$ cat config.mk
export PLATFORM = sky130hd
export DESIGN_NAME = work_break_interval_timer_flat
export DESIGN_NICKNAME = d
export VERILOG_FILES = /design/src/sv/wbit_pkg.sv /design/src/sv/wbit_in_if.sv /design/src/sv/wbit_out_if.sv /design/src/sv/wbit_core.sv /design/src/sv/wbit_fmt.sv /design/src/sv/work_break_interval_timer.sv /design/src/flat_wrapper.sv
export SDC_FILE = /design/constraint.sdc
export NUM_CORES = 1
export LEC_CHECK = 0
export BUFFER_PORTS_ARGS = -buffer_cell sky130_fd_sc_hd__buf_2
export CORE_ASPECT_RATIO = 0.9
export CORE_UTILIZATION = 58
export CTS_BUF_LIST = sky130_fd_sc_hd__clkbuf_4 sky130_fd_sc_hd__clkbuf_8 sky130_fd_sc_hd__clkbuf_16
export DETAILED_ROUTE_END_ITERATION = 12
export GPL_TIMING_DRIVEN = 0
export PLACE_DENSITY = 0.76
export SETUP_SLACK_MARGIN = 0.02
export SYNTH_ARGS = -nofsm -noshare
export SYNTH_HDL_FRONTEND = slang
export SYNTH_SLANG_ARGS = --single-unit
$ cat constraint.sdc
create_clock -name clk -period 7.65 [get_ports clk]
set_clock_uncertainty 0.1 [all_clocks]
set_input_delay 0.3825 -clock clk [delete_from_list [all_inputs] [get_ports clk]]
set_output_delay 0.3825 -clock clk [all_outputs]
set_load 0.02 [all_outputs]
$ cat src/sv/wbit_pkg.sv
// Package for the work/break interval timer: mode and beep codes, key codes,
// preset lengths, the result record between core and formatter, and helpers.
// No dependencies.
package wbit_pkg;

    // Width of a remaining-time value in seconds (saturates at 120:59)
    localparam int unsigned LEFT_W     = 13;
    localparam int unsigned SECS_W     = 12;
    localparam logic [LEFT_W-1:0] REMAIN_MAX = 13'd7259;
    localparam logic [SECS_W-1:0] SECS_PER_MIN = 12'd60;

    // Key codes carried by each request
    localparam logic [1:0] KIND_TICK   = 2'd0;
    localparam logic [1:0] KIND_START  = 2'd1;
    localparam logic [1:0] KIND_PRESET = 2'd2;

    // Preset lengths in minutes
    localparam logic [5:0] WORK_STD   = 6'd25;
    localparam logic [3:0] BREAK_STD  = 4'd5;
    localparam logic [5:0] WORK_LONG  = 6'd50;
    localparam logic [3:0] BREAK_LONG = 4'd10;
    localparam logic [5:0] WORK_SHORT = 6'd15;
    localparam logic [3:0] BREAK_SHORT = 4'd3;

    typedef enum logic [1:0] {
        MODE_IDLE   = 2'd0,
        MODE_WORK   = 2'd1,
        MODE_BREAK  = 2'd2,
        MODE_PAUSED = 2'd3
    } mode_t;

    typedef enum logic [1:0] {
        BEEP_NONE   = 2'd0,
        BEEP_PRESET = 2'd1,
        BEEP_RESET  = 2'd2,
        BEEP_EXPIRY = 2'd3
    } beep_t;

    // Result of one request before the minutes/seconds split
    typedef struct packed {
        mode_t             mode;
        logic [LEFT_W-1:0] left;
        logic [5:0]        work_min;
        logic [3:0]        break_min;
        beep_t             beep;
        logic              changed;
    } wbit_result_t;

    // Time left from a signed distance: zero when expired, else saturated
    function automatic logic [LEFT_W-1:0] sat_left(input logic [31:0] span);
        logic [LEFT_W-1:0] res;
        if (span == 32'd0 || span[31])
            res = '0;
        else if (span > {{(32-LEFT_W){1'b0}}, REMAIN_MAX})
            res = REMAIN_MAX;
        else
            res = span[LEFT_W-1:0];
        return res;
    endfunction

    // Minutes to seconds; a 6-bit count times sixty fits in 12 bits
    function automatic logic [SECS_W-1:0] min_to_secs(input logic [5:0] mins);
        logic [SECS_W-1:0] prod;
        prod = {{(SECS_W-6){1'b0}}, mins} * SECS_PER_MIN;
        return prod;
    endfunction

endpackage

$ cat src/sv/wbit_in_if.sv
// Request channel of the interval timer: key code and seconds timestamp.
// Valid/ready handshake. No dependencies.
interface wbit_in_if;
    logic        valid;
    logic        ready;
    logic [1:0]  kind;
    logic [31:0] now_seconds;

    modport source (output valid, kind, now_seconds, input ready);
    modport sink   (input valid, kind, now_seconds, output ready);
endinterface

$ cat src/sv/wbit_out_if.sv
// Result channel of the interval timer: mode, time left, settings and beep.
// Valid/ready handshake. No dependencies.
interface wbit_out_if;
    logic       valid;
    logic       ready;
    logic [1:0] mode;
    logic [6:0] minutes_left;
    logic [5:0] seconds_part;
    logic [5:0] work_minutes;
    logic [3:0] break_minutes;
    logic [1:0] beep;
    logic       settings_changed;

    modport source (output valid, mode, minutes_left, seconds_part, work_minutes,
                    break_minutes, beep, settings_changed, input ready);
    modport sink   (input valid, mode, minutes_left, seconds_part, work_minutes,
                    break_minutes, beep, settings_changed, output ready);
endinterface

$ cat src/sv/wbit_core.sv
// Timer state and its combinational next-state update: key handling, expiry, time left.
// Depends on wbit_pkg.
module wbit_core (
    input  logic                  clk,
    input  logic                  rst_n,
    input  logic                  step,
    input  logic [1:0]            kind,
    input  logic [31:0]           now_seconds,
    output wbit_pkg::wbit_result_t result
);
    import wbit_pkg::*;

    mode_t             mode_reg,   mode_next;
    logic [31:0]       end_reg,    end_next;
    logic [LEFT_W-1:0] pr_reg,     pr_next;
    logic              pwb_reg,    pwb_next;
    logic [5:0]        work_reg,   work_next;
    logic [3:0]        brk_reg,    brk_next;

    logic [31:0]       dist_now;
    logic [31:0]       dist_key;
    logic [LEFT_W-1:0] start_secs;
    logic              use_start;
    mode_t             mode_key;
    logic              running;
    logic              expired;
    logic [SECS_W-1:0] brk_secs;
    logic [LEFT_W-1:0] left;
    beep_t             beep;
    logic              changed;

    // Distance to the stored end time, read as signed
    assign dist_now = end_reg - now_seconds;

    // Apply the key, then check expiry, then form the time left
    always_comb
    begin
        mode_key   = mode_reg;
        end_next   = end_reg;
        pr_next    = pr_reg;
        pwb_next   = pwb_reg;
        work_next  = work_reg;
        brk_next   = brk_reg;
        beep       = BEEP_NONE;
        changed    = 1'b0;
        use_start  = 1'b0;
        start_secs = '0;

        case (kind)
            KIND_START:
            begin
                case (mode_reg)
                    MODE_IDLE:
                    begin
                        mode_key   = MODE_WORK;
                        use_start  = 1'b1;
                        start_secs = {{(LEFT_W-SECS_W){1'b0}}, min_to_secs(work_reg)};
                    end
                    MODE_WORK, MODE_BREAK:
                    begin
                        pr_next  = sat_left(dist_now);
                        pwb_next = (mode_reg == MODE_BREAK);
                        mode_key = MODE_PAUSED;
                    end
                    default:
                    begin
                        // resume the paused period
                        use_start  = 1'b1;
                        start_secs = pr_reg;
                        mode_key   = pwb_reg ? MODE_BREAK : MODE_WORK;
                    end
                endcase
            end
            KIND_PRESET:
            begin
                if (mode_reg == MODE_IDLE)
                begin
                    if (work_reg == WORK_STD)
                    begin
                        work_next = WORK_LONG;
                        brk_next  = BREAK_LONG;
                    end
                    else if (work_reg == WORK_LONG)
                    begin
                        work_next = WORK_SHORT;
                        brk_next  = BREAK_SHORT;
                    end
                    else
                    begin
                        work_next = WORK_STD;
                        brk_next  = BREAK_STD;
                    end
                    changed = 1'b1;
                    beep    = BEEP_PRESET;
                end
                else
                begin
                    mode_key = MODE_IDLE;
                    end_next = '0;
                    pr_next  = '0;
                    beep     = BEEP_RESET;
                end
            end
            default:
            begin
                // tick, or the unused key code
            end
        endcase

        // a freshly started period ends start_secs from now
        if (use_start)
            end_next = now_seconds + {{(32-LEFT_W){1'b0}}, start_secs};
        dist_key = use_start ? {{(32-LEFT_W){1'b0}}, start_secs} : dist_now;

        running  = (mode_key == MODE_WORK) || (mode_key == MODE_BREAK);
        expired  = (dist_key == 32'd0) || dist_key[31];
        brk_secs = min_to_secs({2'b00, brk_next});
        mode_next = mode_key;
        left      = '0;

        if (running && expired)
        begin
            beep = BEEP_EXPIRY;
            if (mode_key == MODE_WORK)
            begin
                mode_next = MODE_BREAK;
                end_next  = now_seconds + {{(32-SECS_W){1'b0}}, brk_secs};
                left      = sat_left({{(32-SECS_W){1'b0}}, brk_secs});
            end
            else
            begin
                mode_next = MODE_IDLE;
                end_next  = '0;
            end
        end
        else if (running)
            left = sat_left(dist_key);
        else if (mode_key == MODE_PAUSED)
            left = (pr_next > REMAIN_MAX) ? REMAIN_MAX : pr_next;
    end

    // Drive the result record
    always_comb
    begin
        result.mode      = mode_next;
        result.left      = left;
        result.work_min  = work_next;
        result.break_min = brk_next;
        result.beep      = beep;
        result.changed   = changed;
    end

    // Hold the timer state; advance once per request taken
    always_ff @(posedge clk or negedge rst_n)
    begin
        if (!rst_n)
        begin
            mode_reg <= MODE_IDLE;
            end_reg  <= '0;
            pr_reg   <= '0;
            pwb_reg  <= 1'b0;
            work_reg <= WORK_STD;
            brk_reg  <= BREAK_STD;
        end
        else if (step)
        begin
            mode_reg <= mode_next;
            end_reg  <= end_next;
            pr_reg   <= pr_next;
            pwb_reg  <= pwb_next;
            work_reg <= work_next;
            brk_reg  <= brk_next;
        end
    end

endmodule

$ cat src/sv/wbit_fmt.sv
// Splits a remaining time in seconds into minutes and seconds.
// Depends on wbit_pkg.
module wbit_fmt (
    input  logic [wbit_pkg::LEFT_W-1:0] left,
    output logic [6:0]                  minutes,
    output logic [5:0]                  seconds
);
    import wbit_pkg::*;

    // 8739 / 2^19 gives the exact quotient by sixty over 0..7259
    localparam logic [13:0] RECIP_60 = 14'd8739;
    localparam int unsigned RECIP_SH = 19;

    logic [LEFT_W+13:0] prod;
    logic [6:0]         quot;
    logic [LEFT_W-1:0]  quot_x60;
    logic [LEFT_W-1:0]  rem;

    // Quotient by reciprocal, remainder by shift-and-subtract
    assign prod     = {14'd0, left} * {{LEFT_W{1'b0}}, RECIP_60};
    assign quot     = prod[RECIP_SH+6:RECIP_SH];
    assign quot_x60 = ({{(LEFT_W-7){1'b0}}, quot} << 6) - ({{(LEFT_W-7){1'b0}}, quot} << 2);
    assign rem      = left - quot_x60;

    assign minutes = quot;
    assign seconds = rem[5:0];

endmodule

$ cat src/sv/work_break_interval_timer.sv
// Work/break interval timer. Each request on item carries a key code and the
// current seconds count and gives exactly one result on result. A request is
// taken into an input register, the timer state and the time left are updated
// from it into a second register, and the minutes/seconds split fills the output
// register from that one. One request is accepted every clock cycle while the
// result is not stalled; the state update is a single 32-bit subtract and add
// per cycle, so the rate is set by nothing but the handshakes. While the result
// is stalled, up to three requests are held.
module work_break_interval_timer (
    input  logic              clk,
    input  logic              rst_n,
    wbit_in_if.sink           item,
    wbit_out_if.source        result
);
    import wbit_pkg::*;

    logic              s1_valid_reg;
    logic [1:0]        s1_kind_reg;
    logic [31:0]       s1_now_reg;
    logic              s2_valid_reg;
    wbit_result_t      s2_res_reg;
    logic              out_valid_reg;
    logic [1:0]        out_mode_reg;
    logic [6:0]        out_min_reg;
    logic [5:0]        out_sec_reg;
    logic [5:0]        out_work_reg;
    logic [3:0]        out_brk_reg;
    logic [1:0]        out_beep_reg;
    logic              out_changed_reg;

    logic              out_free;
    logic              s2_free;
    logic              s1_free;
    logic              core_step;
    wbit_result_t      core_res;
    logic [6:0]        fmt_min;
    logic [5:0]        fmt_sec;

    // Stage enables: a stage loads when empty or when it empties this cycle
    assign out_free  = !out_valid_reg || result.ready;
    assign s2_free   = !s2_valid_reg || out_free;
    assign s1_free   = !s1_valid_reg || s2_free;
    assign core_step = s1_valid_reg && s2_free;
    assign item.ready = s1_free;

    wbit_core u_core (
        .clk         (clk),
        .rst_n       (rst_n),
        .step        (core_step),
        .kind        (s1_kind_reg),
        .now_seconds (s1_now_reg),
        .result      (core_res)
    );

    wbit_fmt u_fmt (
        .left    (s2_res_reg.left),
        .minutes (fmt_min),
        .seconds (fmt_sec)
    );

    // Valid bits of the three stages
    always_ff @(posedge clk or negedge rst_n)
    begin
        if (!rst_n)
        begin
            s1_valid_reg  <= 1'b0;
            s2_valid_reg  <= 1'b0;
            out_valid_reg <= 1'b0;
        end
        else
        begin
            if (s1_free)
                s1_valid_reg <= item.valid;
            if (s2_free)
                s2_valid_reg <= s1_valid_reg;
            if (out_free)
                out_valid_reg <= s2_valid_reg;
        end
    end

    // Payload registers
    always_ff @(posedge clk)
    begin
        if (s1_free && item.valid)
        begin
            s1_kind_reg <= item.kind;
            s1_now_reg  <= item.now_seconds;
        end
        if (core_step)
            s2_res_reg <= core_res;
        if (out_free && s2_valid_reg)
        begin
            out_mode_reg    <= s2_res_reg.mode;
            out_min_reg     <= fmt_min;
            out_sec_reg     <= fmt_sec;
            out_work_reg    <= s2_res_reg.work_min;
            out_brk_reg     <= s2_res_reg.break_min;
            out_beep_reg    <= s2_res_reg.beep;
            out_changed_reg <= s2_res_reg.changed;
        end
    end

    // Drive the result channel
    assign result.valid            = out_valid_reg;
    assign result.mode             = out_mode_reg;
    assign result.minutes_left     = out_min_reg;
    assign result.seconds_part     = out_sec_reg;
    assign result.work_minutes     = out_work_reg;
    assign result.break_minutes    = out_brk_reg;
    assign result.beep             = out_beep_reg;
    assign result.settings_changed = out_changed_reg;

endmodule

$ cat src/flat_wrapper.sv
// flat-port wrapper written by rule: the top's interface ports become plain ports
module work_break_interval_timer_flat import wbit_pkg::*;
  (clk, rst_n, item_valid, item_kind, item_now_seconds, item_ready, result_valid, result_mode, result_minutes_left, result_seconds_part, result_work_minutes, result_break_minutes, result_beep, result_settings_changed, result_ready);
  wbit_in_if item_i ();
  wbit_out_if result_i ();
  input  logic clk;
  input  logic rst_n;
  input wire logic [$bits(item_i.valid)-1:0] item_valid;
  input wire logic [$bits(item_i.kind)-1:0] item_kind;
  input wire logic [$bits(item_i.now_seconds)-1:0] item_now_seconds;
  output wire logic [$bits(item_i.ready)-1:0] item_ready;
  output wire logic [$bits(result_i.valid)-1:0] result_valid;
  output wire logic [$bits(result_i.mode)-1:0] result_mode;
  output wire logic [$bits(result_i.minutes_left)-1:0] result_minutes_left;
  output wire logic [$bits(result_i.seconds_part)-1:0] result_seconds_part;
  output wire logic [$bits(result_i.work_minutes)-1:0] result_work_minutes;
  output wire logic [$bits(result_i.break_minutes)-1:0] result_break_minutes;
  output wire logic [$bits(result_i.beep)-1:0] result_beep;
  output wire logic [$bits(result_i.settings_changed)-1:0] result_settings_changed;
  input wire logic [$bits(result_i.ready)-1:0] result_ready;
  assign item_i.valid = item_valid;
  assign item_i.kind = item_kind;
  assign item_i.now_seconds = item_now_seconds;
  assign item_ready = item_i.ready;
  assign result_valid = result_i.valid;
  assign result_mode = result_i.mode;
  assign result_minutes_left = result_i.minutes_left;
  assign result_seconds_part = result_i.seconds_part;
  assign result_work_minutes = result_i.work_minutes;
  assign result_break_minutes = result_i.break_minutes;
  assign result_beep = result_i.beep;
  assign result_settings_changed = result_i.settings_changed;
  assign result_i.ready = result_ready;
  work_break_interval_timer u_core (.clk(clk), .rst_n(rst_n), .item(item_i), .result(result_i));
endmodule
==> metrics.md, run 1 <==
| Metric | Value |
|---|---|
| Outcome | finished clean |
| Per-cell routed wire length | 20.6 µm |
| Routed Antenna Nets | 0 |
| Ys flop type | edfxtp_1 |
| Die height | 146 µm |
| Total Wirelength | 38000 µm |
| FP Rows | 52 |
| Final slew viol count | 0 |
| Total GRT Usage | 32.9% |
| Asr flop ratio synth | 40.4% |
| First-iteration detailed-routing DRC count | 1271 |
| RSZ-0062 raised after global routing | false |
| Final min period | 6.88 ns |
| Port-buffer cells | 67 |
| CTS root buf | clkbuf_16 |
| First-pass GRT wire length | 60300 µm |
| Most frequent cells in the layout | ha_1, inv_1, nand2_1, a21oi_1, nor2_1 |
| Fillers | 1913 |
| # setup viols final | 0 |
| Hold Fails Final Rpt | 0 |
| Post-CTS resize count | 0 |
| Max Cap Violations | 0 |
| Detail-routed via count per cell | 6.30 |
| # DRC | 0 |
| Clock buffers created by TritonCTS | 17 |
| Synthesis Warnings | 0 |
| CTS H-Tree Depth | 4 |
| Max Clk Rate | 0.145 GHz |
| Vias | 11600 |
| Setup Fix Bufs, Post-CTS | 0 |
| Num Clock Sinks | 151 |
| Die width | 162 µm |
| Worst min-delay path class | input port to flop |
| CTS Buffer Depth | 2 |
| Initial core utilization | 59.4% |
| Fin nets | 1772 |
| Post-synthesis cell count | 1442 |
| #FFs+latches synth | 151 |
| Initial DRT Pass Iterations | 5 |
| Post-synthesis sequential area ratio | 31.6% |
| Vias in the first global route | 11200 |
| GR Overflow Total | 0 |
| Antenna diodes | 0 |
| TNS Setup | 0 ns |
| Core area | 22600 µm² |
| Synth Net Count | 1681 |
| Layout cells sized above 1 | 11.6% |
| Commonest non-fill, non-tap cell in the layout | ha_1 |
| Post-DP HPWL | 29600 µm |
| CTS tree | done |
| Initial antenna violation count | 1 |
| Gpl congestion | 0.999 |
| Least-Margin Pin Slew | 1.11 ns |
| Mapped Area | 13400 µm² |
| Crit path launch type | flop |
| CP endpoint kind | flop |
| Area Growth Syn to Fin | 10.1% |
| Final core occ | 65.4% |
| Die area | 23700 µm² |
| Clock-pin slew on the worst setup and hold paths | 0.08 ns |
| I/O pin total | 68 |
| Setup Crit Path Kind | flop to flop |
| Post-synth EDFFs | 90 |
| Critical-path maximum fanout | 8 |
| Post-Syn Area per Cell | 9.30 µm² |
| Worst Path Required | 7.89 ns |
| Critical Path AT | 7.12 ns |
| Worst skew pair latency | 0.45 ns |
| Relative max-transition margin | 25.5% |
| Final period util | 89.9% |
| Largest net degree at the start of global routing | 62 |
| Post-synthesis cell type count | 98 |
==> metrics by stage <==
step | cell area, µm² | hold slack (ns) | cells | setup WS, ns
floorplan | 13400 | -0.0131 | 1442 | 1.87
global placement | 14100 | 0.302 | 1806 | 0.227
detailed placement | 14200 | 0.305 | 1808 | 0.972
CTS | 14700 | 0.00268 | 1841 | 0.935
global route | 14800 | 0.000153 | 1843 | 0.301
finish | 14800 | 0.00598 | 1843 | 0.769
==> path summary, 6_finish.rpt <==
| kind | from | to | slack [ns] | depth (start not counted) |
|---|---|---|---|---|
| max | u_core.u_core.mode_reg[0] | u_core.u_core.end_reg[22] | 0.77 | 21 |
| min | item_now_seconds[5] | u_core.s1_now_reg[5] | 0.006 | 1 |
| max reg2reg | u_core.u_core.mode_reg[0] | u_core.u_core.end_reg[22] | 0.77 | 21 |
| min reg2reg | u_core.s2_res_reg[11] | u_core.result.work_minutes[4] | 0.32 | 0 |
| max in group asynchronous | rst_n | u_core.u_core.work_reg[0] | 6.69 | 3 |
| min in group asynchronous | rst_n | u_core.u_core.end_reg[9] | 0.41 | 3 |
==> cells in the mapped netlist (all sizes together) (6+ instances only) <==
cell     instances  area [µm²]
dfrtp           56        1400
or3              9        56.3
xor2            17         149
o311ai           7        68.8
a211o            6        52.6
nor4            11        81.3
a221oi          14         160
a21o            27         203
a211oi          11        87.6
a31oi           21         146
o21ai           88         440
a22oi            9        72.6
o211ai          18         135
mux2            14         158
buf             15        97.6
inv            160         601
nor2            97         364
o2111ai          6        58.8
o21a            13        97.6
nand2b          13        83.8
nand3           22         110
or2              6        37.5
and3            20         125
ha             164        2050
and2            17         106
o21bai           6        45.0
a21oi          110         569
xnor2           33         289
o31ai           13         113
clkbuf          29         109
nand2          117         442
edfxtp          90        2700
nor3            21         105
nor2b           18         113
nand4           11        68.8
a21boi          21         165
fa              37         741
==> logic make-up (layout without fill, tap and decap cells) <==
group,count (synthesis),after routing,synth area share (%)
AO/OA/AOI/OAI,436,436,22.9
XOR/XNOR,50,50,3.26
adder cells (fa/ha/maj),201,201,20.8
buffers and inverters,204,308,6.02
flip-flops,151,151,31.6
multiplexers,19,19,1.55
AND/OR/NAND/NOR,381,381,13.9
==> cell type report <==
type	count	area [µm²]	area share, %
Timing Repair Buffer	72	405	2.75
Sequential cell	151	4240	28.7
Clock buffer	19	458	3.10
Inverter	160	601	4.07
Buffer	44	208	1.41
Multi-Input combinational cell	1087	8370	56.7
Clock inverter	13	109	0.737
Tap cell	297	372	2.52
==> metal layers <==
layer | vias up | GRT usage, % | part of all wire [%]
met5 | - | 0 | 0
met4 | 0 | 10.7 | 2.2
met3 | 62 | 6.14 | 8.3
met2 | 515 | 51.0 | 45
met1 | 5592 | 46.2 | 45
li1 | 5448 | - | -
==> worst max-delay path, stage by stage, from the launching register on <==
cell and delay, ns:
dfrtp_1 0.41, inv_1 0.09, ha_1 0.28, nand2_1 0.11, inv_1 0.13, nand3_1 0.19, a21boi_0 0.66, fa_1 0.57
fa_1 0.49, fa_1 0.42, xnor2_1 0.60, ha_1 0.26, a21boi_0 0.24, o21ai_0 0.14, a21boi_0 0.25, o21ai_0 0.23
a2111oi_1 0.46, clkdlybuf4s18_2 0.35, and3_1 0.29, a22o_1 0.24, nor2_1 0.07, o31ai_2 0.20
==> timing repair <==
item                                    4_1_cts  5_1_grt
hold endpoints to repair                     56        2
hold buffers                                  1        2
endpoints found under the setup margin        0        0
Power of run 1 is not shown: default switching activity piles up to over one toggle a cycle in this logic, so the estimate is an artifact.
==> inputs of run 2 (changes only) <==
HOLD_SLACK_MARGIN = 0.06   (was default)
==> metrics.md, run 2 (synthesis gave the netlist of run 1 again) <==
| Metric | Value |
|---|---|
| Max Cap Violations | 0 (unchanged) |
| Finished Layout Cells | 1876 (+1.8%) |
| Num Clock Sinks | 151 (unchanged) |
| Routed Antenna Nets | 0 (unchanged) |
| Clock-pin slew on the worst setup and hold paths | 0.06 ns (-0.02 ns) |
| Cell Pwr Density | 504 nW/µm² |
| Worst Path Required | 7.89 ns (about the same) |
| Final slew viol count | 0 (unchanged) |
| Total Wirelength | 38600 µm (+1.6%) |
| FP Rows | 52 (unchanged) |
| Vias | 11800 (+1.6%) |
| # DRC | 0 (unchanged) |
| Fin nets | 1805 (+1.9%) |
| Gpl congestion | 0.999 (unchanged) |
| Critical-path maximum fanout | 8 (unchanged) |
| Final min period | 6.85 ns (-0.0278 ns) |
| Detail-routed via count per cell | 6.29 (-0.21%) |
| Post-DP HPWL | 29600 µm (unchanged) |
| I/O pin total | 68 (unchanged) |
| Largest net degree at the start of global routing | 62 (unchanged) |
| Worst min-delay path class | input port to flop |
| Most frequent cells in the layout | ha_1, inv_1, nand2_1, a21oi_1, nor2_1 |
| TNS Setup | 0 ns (unchanged) |
| Setup Crit Path Kind | flop to flop |
| CTS Buffer Depth | 2 (unchanged) |
| Clock buffers created by TritonCTS | 17 (unchanged) |
| Relative max-transition margin | 21.9% (-3.6 points) |
| Critical Path AT | 7.10 ns (-0.02 ns) |
| CTS tree | done |
| First-iteration detailed-routing DRC count | 1149 (-9.6%) |
| CP startpoint | u_core.u_core.mode_reg[0] |
| Initial core utilization | 59.4% (unchanged) |
| RSZ-0062 raised after global routing | false |
| Core area | 22600 µm² (unchanged) |
| Commonest non-fill, non-tap cell in the layout | ha_1 |
| CP endpoint kind | flop |
| Antenna diodes | 0 (unchanged) |
| Lkg Pwr | 0.00687 µW |
| First-pass GRT wire length | 61000 µm (+1.1%) |
| CTS root buf | clkbuf_16 |
| Area Growth Syn to Fin | 12.5% |
| Die width | 162 µm (unchanged) |
| CTS H-Tree Depth | 4 (unchanged) |
| Critical register-to-register path startpoint | u_core.u_core.mode_reg[0] |
| Pwr Total | 7610 µW |
| Placed cell count | 1808 (unchanged) |
| Layout cells sized above 1 | 11.4% (-0.24 points) |
| Outcome | finished clean |
| Hold Fails Final Rpt | 0 (unchanged) |
| Least-Margin Pin Slew | 1.16 ns (+0.0534 ns) |
| Worst Hold Launch | result_ready |
| Initial antenna violation count | 1 (unchanged) |
| Final period util | 89.6% (-0.36 points) |
| Worst skew pair latency | 0.45 ns (about the same) |
| Die area | 23700 µm² (unchanged) |
| Post-CTS resize count | 0 (unchanged) |
| Die height | 146 µm (unchanged) |
| Max Clk Rate | 0.146 GHz (+0.41%) |
| Worst Hold Path Cells | 3 (+2) |
| # setup viols final | 0 (unchanged) |
| Crit path launch type | flop |
| Port-buffer cells | 67 (unchanged) |
| Initial DRT Pass Iterations | 5 (unchanged) |
| Total GRT Usage | 33.3% (+0.35 points) |
| R2R depth | 21 (unchanged) |
| GR Overflow Total | 0 (unchanged) |
| Max IR drop VDD | 0.548 mV |
| Vias in the first global route | 11300 (+0.98%) |
| Per-cell routed wire length | 20.6 µm (-0.22%) |
| Final core occ | 66.8% (+1.5 points) |
==> run 2: cell count changes in the layout (fill, tap and decap cells not counted), sizes merged <==
cell	before	now
dlygate4sd3	3	36
==> run 2: critical path: stages, from the launching register on <==
cell and delay, ns:
dfrtp_1 0.41, inv_1 0.09, ha_1 0.28, nand2_1 0.11, inv_1 0.13, nand3_1 0.19, a21boi_0 0.65, fa_1 0.57
fa_1 0.49, fa_1 0.42, xnor2_1 0.59, ha_1 0.26, a21boi_0 0.24, o21ai_0 0.15, a21boi_0 0.25, o21ai_0 0.23
a2111oi_1 0.45, clkdlybuf4s18_2 0.34, and3_1 0.28, a22o_1 0.25, nor2_1 0.07, o31ai_2 0.20
==> run 2: what timing repair did <==
item,in CTS,in global routing
hold buffers,36,0
endpoints found under the setup margin,0,0
hold endpoints to repair,91,0
buffers inserted,0,0
==> run 2: final timing paths <==
kind	to	slack, ns
worst max-delay path	u_core.u_core.end_reg[22]	0.80
worst min register to register	u_core.result.work_minutes[4]	0.32
worst max register to register	u_core.u_core.end_reg[22]	0.80
max in group asynchronous	u_core.u_core.work_reg[0]	6.69
min in group asynchronous	u_core.u_core.end_reg[9]	0.41
worst min-delay path	u_core.result.valid	0.14
==> run 2: per-stage QoR <==
step	setup slack, ns	hold WS [ns]	cell area [µm²]
2_1_floorplan	1.87	-0.0131	13400
3_3_place_gp	0.227	0.302	14100
3_5_place_dp	0.972	0.305	14200
4_1_cts	0.935	0.129	15100
5_1_grt	0.279	0.159	15100
6_report	0.797	0.138	15100
==> run 2: per-layer routing <==
metal / GRT usage, % / up-vias / share of wire (%)
met5: 0 / - / 0
met4: 10.7 / 0 / 2.2
met3: 5.99 / 63 / 8.4
met2: 51.9 / 560 / 45
met1: 46.6 / 5660 / 45
li1: - / 5517 / -
==> run 2: final cells by class <==
class	instances	area (µm²)
Fill cell	1880	7480
Buffer	44	208
Multi-Input combinational cell	1087	8370
Inverter	160	601
Tap cell	297	372
Timing Repair Buffer	105	736
Clock buffer	19	458
Sequential cell	151	4240
Clock inverter	13	109
==> run 2: power by group <==
part	leakage (µW)	switching, µW	internal, µW
registers	0.00163	198	1170
clock network	0.000265	396	447
logic	0.00497	3340	2050
total	0.00687	3940	3670
Power figures use the tool's default switching activity.
